`src/rtl/core/blpe_pkg.sv`:
```
package blpe_pkg;

  // Coordinate and result widths.
  localparam int unsigned COORD_W = 9;
  localparam int unsigned PAGE_W  = 2;
  localparam int unsigned ERR_W   = 11;
  localparam int unsigned ADDR_W  = 15;
  localparam int unsigned MASK_W  = 8;

  // Frame store row geometry: one row is LINE_BYTES bytes of eight pixels each.
  localparam int unsigned LINE_BYTES = 32;
  localparam int unsigned LINE_SHIFT = 5;
  localparam int unsigned BYTE_SHIFT = 3;
  localparam int unsigned COL_W      = COORD_W - BYTE_SHIFT;

  // Packed field widths on the streams.
  localparam int unsigned S_TDATA_W = 40;
  localparam int unsigned M_TDATA_W = 24;

  // Leftmost pixel of a byte sits in the most significant bit.
  localparam logic [MASK_W-1:0] MASK_MSB = 8'h80;

  typedef enum logic {
    REQ_START = 1'b0,
    REQ_STEP  = 1'b1
  } blpe_req_e;

  // Pixel handed from the line walker to the address unit.
  typedef struct packed {
    logic               valid;
    logic [COORD_W-1:0] x;
    logic [COORD_W-1:0] y;
    logic [PAGE_W-1:0]  page;
    logic               last;
  } blpe_pixel_t;

endpackage

```
`src/rtl/core/bresenham_line_pixel_engine.sv`:
```
// An accepted item waits in the input stage until the walker executes it; its pixel
// transaction is then registered in the output register and offered on the master side.
// Throughput: one item per cycle while the pixel stream is not stalled; the input stage
// and the output register let a new item enter while a finished pixel waits to be taken.
// Reset (rst_ni low, asynchronous) empties both stages and clears the line state,
// so the engine comes up idle and ignores step items until a start item arrives.
module bresenham_line_pixel_engine #(
  parameter int unsigned PAGE_BYTES = 8192
) (
  input  logic                             clk_i,
  input  logic                             rst_ni,
  // Request stream.
  input  logic                             s_axis_tvalid_i,
  output logic                             s_axis_tready_o,
  // tdata from bit 0: x_start[8:0], y_start[17:9], x_end[26:18], y_end[35:27],
  // page_sel[37:36], zero fill [39:38].
  input  logic [blpe_pkg::S_TDATA_W-1:0]   s_axis_tdata_i,
  // tuser: req_type (0 start a line, 1 emit the next pixel).
  input  logic                             s_axis_tuser_i,
  // Pixel stream.
  output logic                             m_axis_tvalid_o,
  input  logic                             m_axis_tready_i,
  // tdata from bit 0: byte_address[14:0], bit_mask[22:15], write_enable[23].
  output logic [blpe_pkg::M_TDATA_W-1:0]   m_axis_tdata_o,
  // tlast: set on the final pixel of the line.
  output logic                             m_axis_tlast_o
);
  import blpe_pkg::*;

  // Input stage: holds one accepted request until the walker executes it.
  logic                  in_valid_q, in_valid_d;
  blpe_req_e             in_req_q;
  logic [COORD_W-1:0]    in_xs_q, in_ys_q, in_xe_q, in_ye_q;
  logic [PAGE_W-1:0]     in_page_q;

  // Output register: one finished pixel transaction.
  logic                  out_valid_q, out_valid_d;
  logic [ADDR_W-1:0]     out_addr_q;
  logic [MASK_W-1:0]     out_mask_q;
  logic                  out_we_q;
  logic                  out_last_q;

  logic                  s_accept;
  logic                  advance;
  logic                  out_load;
  blpe_pixel_t           pixel;
  logic [ADDR_W-1:0]     pix_addr;
  logic [MASK_W-1:0]     pix_mask;
  logic                  pix_we;

  // The held request executes whenever the output register is free or being
  // drained in this cycle; a start request never needs the output register,
  // but keeping one rule keeps the order of transactions obvious.
  assign advance         = in_valid_q && (!out_valid_q || m_axis_tready_i);
  assign s_axis_tready_o = !in_valid_q || advance;
  assign s_accept        = s_axis_tvalid_i && s_axis_tready_o;
  assign out_load        = pixel.valid;

  always_comb begin
    in_valid_d = in_valid_q;
    if (s_accept) begin
      in_valid_d = 1'b1;
    end else if (advance) begin
      in_valid_d = 1'b0;
    end
  end

  always_comb begin
    out_valid_d = out_valid_q;
    if (out_load) begin
      out_valid_d = 1'b1;
    end else if (m_axis_tready_i) begin
      out_valid_d = 1'b0;
    end
  end

  always_ff @(posedge clk_i or negedge rst_ni) begin
    if (!rst_ni) begin
      in_valid_q  <= 1'b0;
      out_valid_q <= 1'b0;
    end else begin
      in_valid_q  <= in_valid_d;
      out_valid_q <= out_valid_d;
    end
  end

  // Request payload, loaded with each accepted transaction.
  always_ff @(posedge clk_i) begin
    if (s_accept) begin
      in_req_q  <= blpe_req_e'(s_axis_tuser_i);
      in_xs_q   <= s_axis_tdata_i[8:0];
      in_ys_q   <= s_axis_tdata_i[17:9];
      in_xe_q   <= s_axis_tdata_i[26:18];
      in_ye_q   <= s_axis_tdata_i[35:27];
      in_page_q <= s_axis_tdata_i[37:36];
    end
  end

  // The line walker keeps the Bresenham state and produces the current pixel.
  blpe_core u_core (
    .clk_i      (clk_i),
    .rst_ni     (rst_ni),
    .exec_i     (advance),
    .req_type_i (in_req_q),
    .x_start_i  (in_xs_q),
    .y_start_i  (in_ys_q),
    .x_end_i    (in_xe_q),
    .y_end_i    (in_ye_q),
    .page_sel_i (in_page_q),
    .pixel_o    (pixel)
  );

  // The address unit maps the pixel onto a frame store byte and bit.
  blpe_addr #(
    .PAGE_BYTES (PAGE_BYTES)
  ) u_addr (
    .pixel_i        (pixel),
    .byte_address_o (pix_addr),
    .bit_mask_o     (pix_mask),
    .write_enable_o (pix_we)
  );

  // Pixel payload.
  always_ff @(posedge clk_i) begin
    if (out_load) begin
      out_addr_q <= pix_addr;
      out_mask_q <= pix_mask;
      out_we_q   <= pix_we;
      out_last_q <= pixel.last;
    end
  end

  assign m_axis_tvalid_o = out_valid_q;
  assign m_axis_tdata_o  = {out_we_q, out_mask_q, out_addr_q};
  assign m_axis_tlast_o  = out_last_q;

  // A pixel transaction only appears after a request was executed.
  a_out_from_exec: assert property (@(posedge clk_i) disable iff (!rst_ni)
    $rose(out_valid_q) |-> $past(advance))
    else $error("pixel transaction without an executed request");

  // A waiting request stays put while the output register is stalled.
  a_in_hold: assert property (@(posedge clk_i) disable iff (!rst_ni)
    (in_valid_q && out_valid_q && !m_axis_tready_i) |=>
      (in_valid_q && $stable(in_req_q) && $stable(in_xs_q)))
    else $error("request lost while the output was stalled");

  // Executing a request while the output is full requires it to drain.
  a_no_overwrite: assert property (@(posedge clk_i) disable iff (!rst_ni)
    (out_load && out_valid_q) |-> m_axis_tready_i)
    else $error("pixel register overwritten before it was taken");

endmodule

```
`src/rtl/core/blpe_core.sv`:
```
module blpe_core (
  input  logic                          clk_i,
  input  logic                          rst_ni,
  input  logic                          exec_i,
  input  blpe_pkg::blpe_req_e           req_type_i,
  input  logic [blpe_pkg::COORD_W-1:0]  x_start_i,
  input  logic [blpe_pkg::COORD_W-1:0]  y_start_i,
  input  logic [blpe_pkg::COORD_W-1:0]  x_end_i,
  input  logic [blpe_pkg::COORD_W-1:0]  y_end_i,
  input  logic [blpe_pkg::PAGE_W-1:0]   page_sel_i,
  output blpe_pkg::blpe_pixel_t         pixel_o
);
  import blpe_pkg::*;

  logic                     busy_q, busy_d;
  logic [COORD_W-1:0]       major_pos_q, major_pos_d;
  logic [COORD_W-1:0]       minor_pos_q, minor_pos_d;
  logic [COORD_W-1:0]       major_end_q, major_end_d;
  logic [COORD_W-1:0]       major_delta_q, major_delta_d;
  logic [COORD_W-1:0]       minor_delta_q, minor_delta_d;
  logic signed [ERR_W-1:0]  error_acc_q, error_acc_d;
  logic                     minor_down_q, minor_down_d;
  logic                     steep_q, steep_d;
  logic [PAGE_W-1:0]        page_q, page_d;

  // Start setup.
  logic [COORD_W-1:0] dx, dy;
  logic               steep_s;
  logic [COORD_W-1:0] ma0, na0, mb0, nb0;
  logic [COORD_W-1:0] ma, na, mb, nb;
  logic               swap_s;
  logic [COORD_W-1:0] s_major_delta;

  // Step.
  logic signed [ERR_W-1:0] err_sub;
  logic                    is_last;

  always_comb begin
    dx      = (x_start_i > x_end_i) ? x_start_i - x_end_i : x_end_i - x_start_i;
    dy      = (y_start_i > y_end_i) ? y_start_i - y_end_i : y_end_i - y_start_i;
    steep_s = dy > dx;
    ma0     = steep_s ? y_start_i : x_start_i;
    na0     = steep_s ? x_start_i : y_start_i;
    mb0     = steep_s ? y_end_i   : x_end_i;
    nb0     = steep_s ? x_end_i   : y_end_i;
    swap_s  = ma0 > mb0;
    ma      = swap_s ? mb0 : ma0;
    na      = swap_s ? nb0 : na0;
    mb      = swap_s ? ma0 : mb0;
    nb      = swap_s ? na0 : nb0;
    s_major_delta = mb - ma;
  end

  assign err_sub = error_acc_q - signed'({2'b00, minor_delta_q});
  assign is_last = major_pos_q == major_end_q;

  always_comb begin
    busy_d        = busy_q;
    major_pos_d   = major_pos_q;
    minor_pos_d   = minor_pos_q;
    major_end_d   = major_end_q;
    major_delta_d = major_delta_q;
    minor_delta_d = minor_delta_q;
    error_acc_d   = error_acc_q;
    minor_down_d  = minor_down_q;
    steep_d       = steep_q;
    page_d        = page_q;
    if (exec_i) begin
      if (req_type_i == REQ_START) begin
        busy_d        = 1'b1;
        steep_d       = steep_s;
        major_pos_d   = ma;
        minor_pos_d   = na;
        major_end_d   = mb;
        major_delta_d = s_major_delta;
        minor_delta_d = (na > nb) ? na - nb : nb - na;
        error_acc_d   = signed'({3'b000, s_major_delta[COORD_W-1:1]});
        minor_down_d  = !(na < nb);
        page_d        = page_sel_i;
      end else if (busy_q) begin
        error_acc_d = err_sub;
        if (err_sub < 0) begin
          minor_pos_d = minor_down_q ? minor_pos_q - 1'b1 : minor_pos_q + 1'b1;
          error_acc_d = err_sub + signed'({2'b00, major_delta_q});
        end
        major_pos_d = major_pos_q + 1'b1;
        if (is_last) begin
          busy_d = 1'b0;
        end
      end
    end
  end

  always_ff @(posedge clk_i or negedge rst_ni) begin
    if (!rst_ni) begin
      busy_q        <= 1'b0;
      major_pos_q   <= '0;
      minor_pos_q   <= '0;
      major_end_q   <= '0;
      major_delta_q <= '0;
      minor_delta_q <= '0;
      error_acc_q   <= '0;
      minor_down_q  <= 1'b0;
      steep_q       <= 1'b0;
      page_q        <= '0;
    end else begin
      busy_q        <= busy_d;
      major_pos_q   <= major_pos_d;
      minor_pos_q   <= minor_pos_d;
      major_end_q   <= major_end_d;
      major_delta_q <= major_delta_d;
      minor_delta_q <= minor_delta_d;
      error_acc_q   <= error_acc_d;
      minor_down_q  <= minor_down_d;
      steep_q       <= steep_d;
      page_q        <= page_d;
    end
  end

  always_comb begin
    pixel_o.valid = exec_i && (req_type_i == REQ_STEP) && busy_q;
    pixel_o.x     = steep_q ? minor_pos_q : major_pos_q;
    pixel_o.y     = steep_q ? major_pos_q : minor_pos_q;
    pixel_o.page  = page_q;
    pixel_o.last  = is_last;
  end

  // The final pixel of a line always ends it.
  a_last_ends_line: assert property (@(posedge clk_i) disable iff (!rst_ni)
    (pixel_o.valid && pixel_o.last) |=> !busy_q)
    else $error("line still busy after its last pixel");

  // The error term stays within [0, major_delta), or at zero, while a line is drawn.
  a_error_range: assert property (@(posedge clk_i) disable iff (!rst_ni)
    busy_q |-> (!error_acc_q[ERR_W-1] &&
                ((error_acc_q[ERR_W-2:0] < {1'b0, major_delta_q}) ||
                 (error_acc_q == '0))))
    else $error("error accumulator out of range");

endmodule

```
`src/rtl/core/blpe_addr.sv`:
```
module blpe_addr #(
  parameter int unsigned PAGE_BYTES = 8192
) (
  input  blpe_pkg::blpe_pixel_t        pixel_i,
  output logic [blpe_pkg::ADDR_W-1:0]  byte_address_o,
  output logic [blpe_pkg::MASK_W-1:0]  bit_mask_o,
  output logic                         write_enable_o
);
  import blpe_pkg::*;

  localparam int unsigned StoreBytes = 4 * PAGE_BYTES;
  // Wide enough for eight times the store, the largest multiple subtracted.
  localparam int unsigned ModW = 20;
  // The raw address never reaches sixteen store sizes, so four halving steps reduce it.
  localparam int unsigned ModSteps = 4;

  logic [ModW-1:0] raw_addr;
  logic [ModW-1:0] red_addr;

  assign raw_addr = ModW'(pixel_i.page) * ModW'(PAGE_BYTES)
                  + (ModW'(pixel_i.y) << LINE_SHIFT)
                  + ModW'(pixel_i.x[COORD_W-1:BYTE_SHIFT]);

  always_comb begin
    red_addr = raw_addr;
    for (int k = ModSteps - 1; k >= 0; k--) begin
      if (red_addr >= ModW'(StoreBytes << k)) begin
        red_addr = red_addr - ModW'(StoreBytes << k);
      end
    end
  end

  assign byte_address_o = red_addr[ADDR_W-1:0];
  assign bit_mask_o     = MASK_MSB >> pixel_i.x[BYTE_SHIFT-1:0];
  assign write_enable_o = pixel_i.x[COORD_W-1:BYTE_SHIFT] < COL_W'(LINE_BYTES);

endmodule
```
`config.mk`:
```
export PLATFORM = sky130hd
export DESIGN_NAME = bresenham_line_pixel_engine
export DESIGN_NICKNAME = d
export VERILOG_FILES = /design/src/rtl/core/blpe_pkg.sv /design/src/rtl/core/bresenham_line_pixel_engine.sv /design/src/rtl/core/blpe_core.sv /design/src/rtl/core/blpe_addr.sv
export SDC_FILE = /design/constraint.sdc
export NUM_CORES = 1
export LEC_CHECK = 0
export BUFFER_PORTS_ARGS = -buffer_cell sky130_fd_sc_hd__clkbuf_2
export CORE_ASPECT_RATIO = 0.5
export CORE_MARGIN = 3
export CORE_UTILIZATION = 40
export DETAILED_ROUTE_END_ITERATION = 12
export PLACE_DENSITY_LB_ADDON = 0.05
export SYNTH_ARGS = -nofsm -noshare
export SYNTH_HDL_FRONTEND = slang
export SYNTH_SLANG_ARGS = --single-unit
```
`constraint.sdc`:
```
create_clock -name clk_i -period 19 [get_ports clk_i]
set_input_delay 3.8 -clock clk_i [delete_from_list [all_inputs] [get_ports clk_i]]
set_output_delay 3.8 -clock clk_i [all_outputs]
set_load 0.01 [all_outputs]
```
# ---- Word-level counts from Yosys, hierarchy flattened
# Cells that the tools add are included.
dict set report word_totals {
  elab_cells 104
  reg_bits 127
  inputBits 45
  out_inout_bits 27
}
dict set report op_classes {
  n_lt_le_gt_ge 12
  shifts 1
  n_mux 33
  bitwise_logic 1
  n_eq_ne 3
  n_addsub 18
  reduce_logical 14
}
# operator count
set ops {}
lappend ops {{$mux 9} 19}
lappend ops {{$sub 9x9->9} 7}
lappend ops {{$mux 20} 3}
lappend ops {{$gt 9x9->1} 5}
lappend ops {{$mux 11} 3}
lappend ops {{$add 20x6->20} 1}
lappend ops {{$ge 20x16->1 const B} 1}
lappend ops {{$ge 20x17->1 const B} 1}
lappend ops {{$ge 20x18->1 const B} 1}
lappend ops {{$ge 20x19->1 const B} 1}
lappend ops {{$sub 20x17->20 const B} 1}
lappend ops {{$sub 20x18->20 const B} 1}
lappend ops {{$sub 20x19->20 const B} 1}
lappend ops {{$add 9x1->9 const B} 2}
lappend ops {{$add 15x14->16} 1}
lappend ops {{$mux 15} 1}
lappend ops {{$sub 15x1->15 const B} 1}
lappend ops {{$add 11x10->11} 1}
lappend ops {{$lt 11x1->1 const B} 1}
lappend ops {{$sub 11x10->11} 1}
lappend ops {{$eq 9x9->1} 1}
lappend ops {{$lt 9x9->1} 1}
lappend ops {{$sub 9x1->9 const B} 1}
lappend ops {{$shr 8x3->8 const A} 1}
lappend ops {{10 further kinds} 25}

# ---- Depth between registers and ports, before layout
dict set report logic_depth {
  word_depth 11
  mapped_depth 52
  mapped_depth_nobuf 44
}

# ---- Hierarchy
# A second synthesis with hierarchy kept.
dict set report unflattened {
  cells_unflattened 1193
  hier_area_um2 10565.1
}
# mod instances seq_area_each_um2 area_each_um2 cells_per_inst
set by_module_without_submodules {}
lappend by_module_without_submodules {blpe_core 1 1526.5 8251.7 1084}
lappend by_module_without_submodules {bresenham_line_pixel_engine 1 1971.9 2033.2 73}
lappend by_module_without_submodules {blpe_addr 1 0.0 280.3 36}

# ---- Least setup slack after synthesis
# Ideal clock, no wire load.
dict set report synth_path {
  kind {register to register}
  from {reg in_ys_q[4]}
  to {reg u_core.minor_delta_q[6]}
  setup_ps 135
  synth_period_minus_slack_ps 10967
  t_arrival_ps 10832
  path_slack_ps 8033
  path_stages_with_launch 50
  required_ps 18865
  path_cell_list {edfxtp_1 > inv_1 > ha_1 > clkbuf_1 > a21o_1 > a21oi_1 > nor2_1 > o31a_1 > o21a_1 > o22ai_1 > clkbuf_1 > mux2i_1 > a21oi_1 > a2111oi_0 > o21ai_1 > a21oi_1 > xnor2_1 > ha_1 > [14 not listed] > nor2_1 > a211o_1 > o21ai_1 > inv_1 > ha_1 > nor2b_1 > o21ai_0 > a21boi_0 > o31a_1 > o21a_1 > o21a_1 > o21ai_0 > clkbuf_1 > mux2i_1 > o2bb2ai_1 > a211oi_1 > xor2_1 > o21ai_0}
}
dict set report synth_via {
  elab_chain_cells 8
  elab_cells_between_ends 16
  classes_between {add/sub (4); order compare (4); mux (8)}
}
# element line
set synth_rtl {}
lappend synth_rtl {{from (decl)} bresenham_line_pixel_engine.sv:33} ;# logic [COORD_W-1:0] in_xs_q, in_ys_q, in_xe_q, in_ye_q;
lappend synth_rtl {{from (signal assigned)} bresenham_line_pixel_engine.sv:92} ;# in_ys_q <= s_axis_tdata_i[17:9];
lappend synth_rtl {{$sub 9x9->9 / $gt 9x9->1 (equally long branches)} blpe_core.sv:40} ;# dy = (y_start_i > y_end_i) ? y_start_i - y_end_i : y_end_i - y_start_i;
lappend synth_rtl {{$mux 9} blpe_core.sv:40}
lappend synth_rtl {{$gt 9x9->1} blpe_core.sv:41} ;# steep_s = dy > dx;
lappend synth_rtl {{$mux 9, on equally long branches} {blpe_core.sv:42, blpe_core.sv:44}}
lappend synth_rtl {{$gt 9x9->1} blpe_core.sv:46} ;# swap_s = ma0 > mb0;
lappend synth_rtl {{$mux 9, on equally long branches} {blpe_core.sv:50, blpe_core.sv:48}}
lappend synth_rtl {{$sub 9x9->9 / $gt 9x9->1 (equally long branches)} blpe_core.sv:76} ;# minor_delta_d = (na > nb) ? na - nb : nb - na;
lappend synth_rtl {{$mux 9 (*)} blpe_core.sv:76}
lappend synth_rtl {{to (signal assigned)} blpe_core.sv:112} ;# minor_delta_q <= minor_delta_d;
lappend synth_rtl {{to (decl)} blpe_core.sv:20} ;# logic [COORD_W-1:0] minor_delta_q, minor_delta_d;
# Every way passes the cells marked *; elsewhere a longest branch is shown, timed or not.
# A chain may end at the register's enable or synchronous reset.

# ---- Worst setup path in the final report
dict set report layout_path {
  from {reg in_ys_q[1]}
  to {reg u_core.minor_delta_q[6]}
}
# Same word-level chain as after synthesis.

==> flow_metrics.env <==
export IMPL_status="complete, no violations"
export IMPL_nNetsFinal=1371
export IMPL_relSlewSlack_pct=20.4
export IMPL_dp_hpwl_mm=21.5
export IMPL_wl_met2_mm=11.7
export IMPL_crit_arrival_ps=13480
export IMPL_postCtsSetupBuffers=0
export IMPL_fmaxAchievable_mhz=75.9
export IMPL_grt_pass1_wl_mm=43.8
export IMPL_first_global_vias=7954
export IMPL_slowest_delay_ps=910
export IMPL_dpl_cell_area_um2=10900
export IMPL_cts_hold_buf=0
export IMPL_crit_type="flop to flop"
export IMPL_num_rows=40
export IMPL_met1_length_mm=14.4
export IMPL_grt_overflow=0
export IMPL_period_needed_ps=13180
export IMPL_avgSynthCellArea_um2=8.77
export IMPL_cts_clk_slew_worst_paths_ps=60
export IMPL_synth_nets=1324
export IMPL_cp_end_kind="flop"
export IMPL_tightest_slew_ps=1190
export IMPL_htreeDepth=4
export IMPL_crit_fanout=77
export IMPL_route_detailed_drc=0
export IMPL_fin_setup_tns_ps=0
export IMPL_drtIter0Drc=521
export IMPL_antenna_cells=0
export IMPL_wl_per_cell_um=17.7
export IMPL_grt_max_degree=78
export IMPL_grt_use_total_pct=20.6
export IMPL_cts_root_buffer="clkbuf_16"
export IMPL_clk_latency_ps=450
export IMPL_rsz0062_at_grt="false"
export IMPL_crit_buf_inv=5
export IMPL_final_common_cell="nand2_1"
export IMPL_synth_area_um2=10300
export IMPL_ys_types=71
export IMPL_synth_edf_count=64
export IMPL_io_buffers=69
export IMPL_final_cell_mix="134 x nand2_1, 102 x a21oi_1, 100 x inv_1"
export IMPL_start_kind="flop"
export IMPL_vias_per_cell=5.33
export IMPL_drive_gt1_share_pct=12.2
export IMPL_firstDrtPassIters=5
export IMPL_fill_cells=2431
export IMPL_maxUsedRoutingLayer="met4"
export IMPL_wl_met3_mm=1.37
export IMPL_die_h_um=119
export IMPL_finalWeightedCongestion=0.913
export IMPL_maxCapViolations=0
export IMPL_timing_final_crit_share_pct=69.4
export IMPL_yosys_most_used_dff="edfxtp_1"
export IMPL_syn_to_final_growth_pct=12.2
export IMPL_finalHoldViolCount=0
export IMPL_final_setup_skew_ps=13.6
export IMPL_crit_required_ps=19300
export IMPL_seq_area_frac_synth_pct=34.0
export IMPL_start_util_pct=41.8
export IMPL_synthCells=1173
export IMPL_postRouteWirelength_mm=27.8
export IMPL_cts_tree="done"
export IMPL_setup_violations=0
export IMPL_vias=8362
export IMPL_top_level_ports=72
export IMPL_cts_buffers=17
export IMPL_place_ws_ps=5980
export IMPL_core_area_um2=24600
export IMPL_cp_top_family="compound AO/OA/AOI/OAI gates"
export IMPL_die_w_um=233
export IMPL_setup_ws_ps=5820
export IMPL_ys_async_sr_fraction_pct=49.6
export IMPL_hp_class="flop to flop"
export IMPL_holdWs_ps=447
export IMPL_post_cts_resized=0
export IMPL_clock_sinks=127
export IMPL_grt_antenna_before_repair=0
export IMPL_cts_max_path_buffers=2
export IMPL_ant_nets=0
export IMPL_final_max_slew_viol_count=0
export IMPL_synth_seq_cells=127
export IMPL_synth_warning_count=0
export IMPL_cp_slowest_cell="o22ai_1"
export IMPL_die_area_um2=27800
export IMPL_design_area_um2=11500
-- layout make-up --
cell class                 instances  area, um2  share of cell area [%]
multi-input combinational        892       6200                    53.8
sequential                       127       3500                    30.3
timing repair buffer              80        428                    3.71
clock buffer                      17        425                    3.69
tap                              336        420                    3.64
inverter                         102        383                    3.32
clock inverter                    15        183                    1.58
-- synth_stat cells, types with 3 or more instances --
library cell	n	area share (%)
a211oi_1	7	0.51
a21boi_0	4	0.29
a21o_1	15	1.1
a21oi_1	102	5.0
a311oi_1	5	0.43
a31oi_1	9	0.55
a32oi_1	3	0.26
and2_1	5	0.30
and3_1	5	0.30
buf_1	3	0.11
buf_2	5	0.24
buf_4	4	0.29
clkbuf_1	39	1.4
dfrtp_1	63	15
edfxtp_1	64	19
fa_1	9	1.8
ha_1	97	12
inv_1	100	3.6
maj3_1	3	0.29
mux2_2	19	2.1
mux2i_1	58	5.6
nand2_1	134	4.9
nand2b_1	5	0.30
nand3_1	12	0.58
nand4_1	10	0.61
nor2_1	97	3.5
nor2b_1	21	1.3
nor3_1	10	0.49
o211ai_1	13	0.95
o21a_1	8	0.58
o21ai_0	83	4.0
o21ai_1	15	0.73
o21bai_1	10	0.73
o221ai_1	3	0.26
o22ai_1	6	0.36
o31a_1	4	0.34
o31ai_1	4	0.29
or2_2	8	0.49
or3_1	4	0.24
xnor2_1	46	3.9
xor2_1	22	1.9
-- worst paths after layout --
path	endpoint	start	depth (start not counted)	slack (ps)
hold reg to reg	u_core.page_q[1]	in_page_q[1]	2	450
max in group asynchronous	u_core.major_delta_q[1]	rst_ni	2	14890
min in group asynchronous	u_core.minor_pos_q[5]	rst_ni	2	3540
setup reg to reg	u_core.minor_delta_q[6]	in_ys_q[1]	45	5820
setup / recovery	u_core.minor_delta_q[6]	in_ys_q[1]	45	5820
hold / removal	u_core.page_q[1]	in_page_q[1]	2	450
-- through the flow --
stage / cells / utilization [%]
6_report: 1569 / 46.9
4_1_cts: 1569 / 46.9
5_1_grt: 1569 / 46.9
2_1_floorplan: 1173 / -
3_3_place_gp: 1537 / 44.4
3_5_place_dp: 1537 / 44.4
-- worst min-delay path, delay by kind of cell (launching register included) --
family / cells / cell delay [ps]
simple gates: 2 / 100
flops: 1 / 320
-- sequential cells by signal, summed over array words and instances, names as in the netlist, 2 cells and up --
name and flops:
u_core.error_acc_q 11, u_core.major_pos_q 9, u_core.minor_delta_q 9, in_ys_q 9, in_ye_q 9, in_xs_q 9, out_addr_q 15, u_core.major_end_q 9
in_page_q 2, u_core.minor_pos_q 9, u_core.page_q 2, out_mask_q 8, u_core.major_delta_q 9, in_xe_q 9
-- routing by layer --
metal  vias up  track usage, %
met3        23            4.02
met1      3948            30.7
met5         -               0
li1       4207               -
met4         0            4.99
met2       184            30.4
-- logic make-up (layout without fill, tap and decap cells) --
kind of cell,count (synthesis),count (layout),share of synthesized area [%]
flops,127,127,34.0
buf+inv,154,214,5.90
compound gates,315,315,18.7
xor+xnor,68,68,5.79
simple gates,322,322,13.9
mux,78,78,7.83
fa+ha+maj,109,109,13.8
Power is not shown: default switching activity piles up to over one toggle a cycle in this logic, so the estimate is an artifact.
